## config.mk

```make
export PLATFORM = sky130hd
export DESIGN_NAME = bafs_ram
export DESIGN_NICKNAME = d
export VERILOG_FILES = /design/src/sv/bafs_ram.sv
export SDC_FILE = /design/constraint.sdc
export NUM_CORES = 1
export LEC_CHECK = 0
export ABC_AREA = 1
export BUFFER_PORTS_ARGS = -buffer_cell sky130_fd_sc_hd__buf_2
export CAP_MARGIN = 5
export CORE_MARGIN = 1.5
export CORE_UTILIZATION = 42
export DETAILED_ROUTE_END_ITERATION = 10
export PLACE_DENSITY = 0.65
export SYNTH_ARGS = -nofsm -noshare
export SYNTH_HDL_FRONTEND = slang
export SYNTH_SLANG_ARGS = --single-unit
```

## constraint.sdc

```tcl
create_clock -name clk -period 3.37 [get_ports clk]
set_input_delay 0.5055 -clock clk [delete_from_list [all_inputs] [get_ports clk]]
set_output_delay 0.5055 -clock clk [all_outputs]
set_load 0.05 [all_outputs]
```

## src/sv/bafs_ram.sv

```systemverilog
// Generic single-port-write, single-read RAM with registered read data.
// No dependencies.
module bafs_ram #(
	parameter int WIDTH = 16,
	parameter int DEPTH = 64
) (
	input logic clk,
	input logic we,
	input logic [$clog2(DEPTH)-1:0] waddr,
	input logic [WIDTH-1:0] wdata,
	input logic [$clog2(DEPTH)-1:0] raddr,
	output logic [WIDTH-1:0] rdata
);
	logic [WIDTH-1:0] mem [DEPTH];

	always_ff @(posedge clk) begin
		if (we) begin
			mem[waddr] <= wdata;
		end
		rdata <= mem[raddr];
	end
endmodule
```

==> metrics.csv <==
metric;value;unit
drtPass1Iterations;7;
async_reset_ff_share;0;%
ir_worst_vdd;0.000459;V
place_ws;0.660;ns
nets;3629;
clockPowerShare;41.8;%
die_w;320;um
io_buffers;45;
combPwrFrac;6.8;%
tns;0;ns
gr-total-overflow;0;
wl_met3;11700;um
n_antenna_cell;0;
rows;115;
layout-drive-gt1-share;10.0;%
worstReg2RegEnd;rdata[0];
dr_wl_met2;50500;um
dp_hpwl;67500;um
worst_hold_path_type;in2reg;
worst_slack;1.27;ns
finalSetupViolations;0;
hold_path_startpoint;raddr[5];
switchingPower;0.00642;W
hold_end;rdata[6];
dpl_cell_area;44100;um2
antenna_left;0;
fin_skew;0.0380;ns
netlist-cell-type-count;16;
cts_root_buf;clkbuf_16;
grt_start_max_net_pins;137;
clkTransAtPathRegs;0.06;ns
timing.final.crit_share;62.3;%
tritoncts;done;
layoutNonFillerInstCount;4973;
htree_num_levels;3;
cts_hold_buffers;0;
seqPwrFrac;51.5;%
end_kind;register;
antenna_found_initial;8;
reg2reg_from;mem[39][0];
crit_buf_inv;3;
vias;27800;
globalplace.congestion;0.884;
coreArea;98900;um2
die_height;320;um
start_util;42.6;%
grt_setup_unrepaired;no;
clock_path_buffers;3;
fillers;8479;
fin_area;47500;um2
clk_latency;0.70;ns
fin_crit;2.10;ns
ys_ff_latch;1040;
synth-warning-count;0;
maxCapViolCount;0;
grt_pass1_wl;169000;um
synth_fp_nets;3547;
cp_slowest_stage_delay;0.38;ns
vias_per_cell;5.59;
reg2reg_slack;1.83;ns
fin_total_pwr;0.0279;W
netlist_instances;3517;
maxSlewViolCount;0;
cp_max_fo;136;
cp_data_required_time;3.99;ns
cp_top_family;simple AND/OR/NAND/NOR gates;
fmax;476;MHz
power_leakage;17.2;nW
p_per_area;587;nW/um2
wl_met1;49400;um
top_level_ports;46;
die-area;102000;um2
seq_area;31100;um2
area_delta_synth_final;12.9;%
multi_input_area;9590;um2
start_kind;input port;
slowest_stage;buf_12;
swShare;23.0;%
worstSetupPathType;in2reg;
hold-path-cell-count;3;
synth_top_area_share;73.0;%
r2r_cells;8;
cts_resized;0;
finalWirelength;114000;um
maxSlewHeadroom;25.7;%
wl_per_cell;22.9;um
clock-sinks;1040;
avgSynthCellArea;12.0;um2
dp.cells;4780;
syn_area;42100;um2
ys_top_cells_by_count;nand2_1, edfxtp_1, nand3_1;
grt_pass1_vias;25600;
synthFlopType;edfxtp_1;
yosysMostFrequentCell;nand2_1;
ys_top_cells_by_area;edfxtp_1, nand2_1, nand3_1;
synth_edf_count;1024;
crit_arrival;2.72;ns
worst_pin_slew;1.12;ns
ys_seq_area_share;73.8;%
cts_setup_buffers;0;
dr.first_iter.drc_count;4422;
p_int;0.0215;W
track_usage;22.1;%
drc;0;
synth_top_cell_by_area;edfxtp_1;
path_cells;buf_8 -> inv_16 -> buf_12 -> nand2_1 -> nand3_1 -> nand3_1 -> nand2_1 -> nand2_1 -> nand3_1 -> nand3_1 -> nand2_1;
highest_layer;met5;
status;completed;
cts_buffers;104;
hold_viol;0;
power by group through the flow:
| stage | logic (W) | clock network [W] | registers, W |
|---|---|---|---|
| finish | 0.00188 | 0.0117 | 0.0144 |
| global route | 0.00202 | 0.0123 | 0.0144 |
| detailed placement | 0.00187 | 0 | 0.0146 |
| CTS | 0.00187 | 0.0118 | 0.0144 |
| global placement | 0.00185 | 0 | 0.0146 |
| floorplan | 0.000958 | 0 | 0.0147 |
layout by cell type, fill, tap and decap left out, types with 4 or more instances in the layout:
| cell | n |
|---|---|
| clkinvlp_4 | 4 |
| clkbuf_1 | 16 |
| nor4_2 | 8 |
| nor2_1 | 56 |
| inv_16 | 4 |
| buf_12 | 24 |
| bufinv_16 | 11 |
| nand2_1 | 1296 |
| clkbuf_16 | 104 |
| buf_4 | 133 |
| nand3_1 | 871 |
| buf_2 | 42 |
| clkinv_1 | 21 |
| nand4_1 | 9 |
| clkbuf_8 | 9 |
| inv_1 | 8 |
| clkinv_2 | 20 |
| edfxtp_1 | 1024 |
| dfxtp_1 | 16 |
metal layers:
layer | vias up | GRT usage [%]
met5 | - | 0
met4 | 4 | 5.32
met3 | 148 | 3.83
met1 | 13700 | 33.8
li1 | 12600 | -
met2 | 1448 | 32.7
per-stage QoR:
stage / util [%] / hold slack, ns
final: 48.1 / 0.276
after global routing: 48.1 / 0.300
after CTS: 48.1 / 0.233
after detailed placement: 44.6 / 0.812
after global placement: 44.6 / 0.808
after floorplan: - / 0.604
cells by family (layout without fill, tap and decap cells):
logic type    Yosys count  count (layout)  share of synthesized area, %
buf+inv               237             406                          3.54
flops                1040            1040                          73.8
simple gates         2240            2240                          22.7
area by class of cell:
type                    count  area share (%)
repair buffers            201            3.62
clock inverters            64            1.43
inverters                  12           0.150
well taps                1287            3.39
clock buffers             129            5.86
flip-flops and latches   1040            65.4
multi-input cells        2240            20.2
worst min-delay path, cell delays in order:
cell and delay (ns):
buf_2 0.23, nand3_1 0.14, nand2_1 0.05
sequential cells by signal, summed over array words and instances (netlist names):
signal,flops
mem,1024
rdata,16
worst max-delay path by stage:
stage,startpoint,to,slack (ns),depth (start not counted)
after floorplan,we,mem[48][0],0.31,3
after global routing,raddr[0],rdata[2],1.18,11
after detailed placement,raddr[0],rdata[0],0.66,11
after CTS,rdata[4],rdata[4],1.25,1
after global placement,raddr[1],rdata[0],0.63,9
final,raddr[0],rdata[0],1.27,11
No activity file was read; power rests on OpenSTA's default activity.
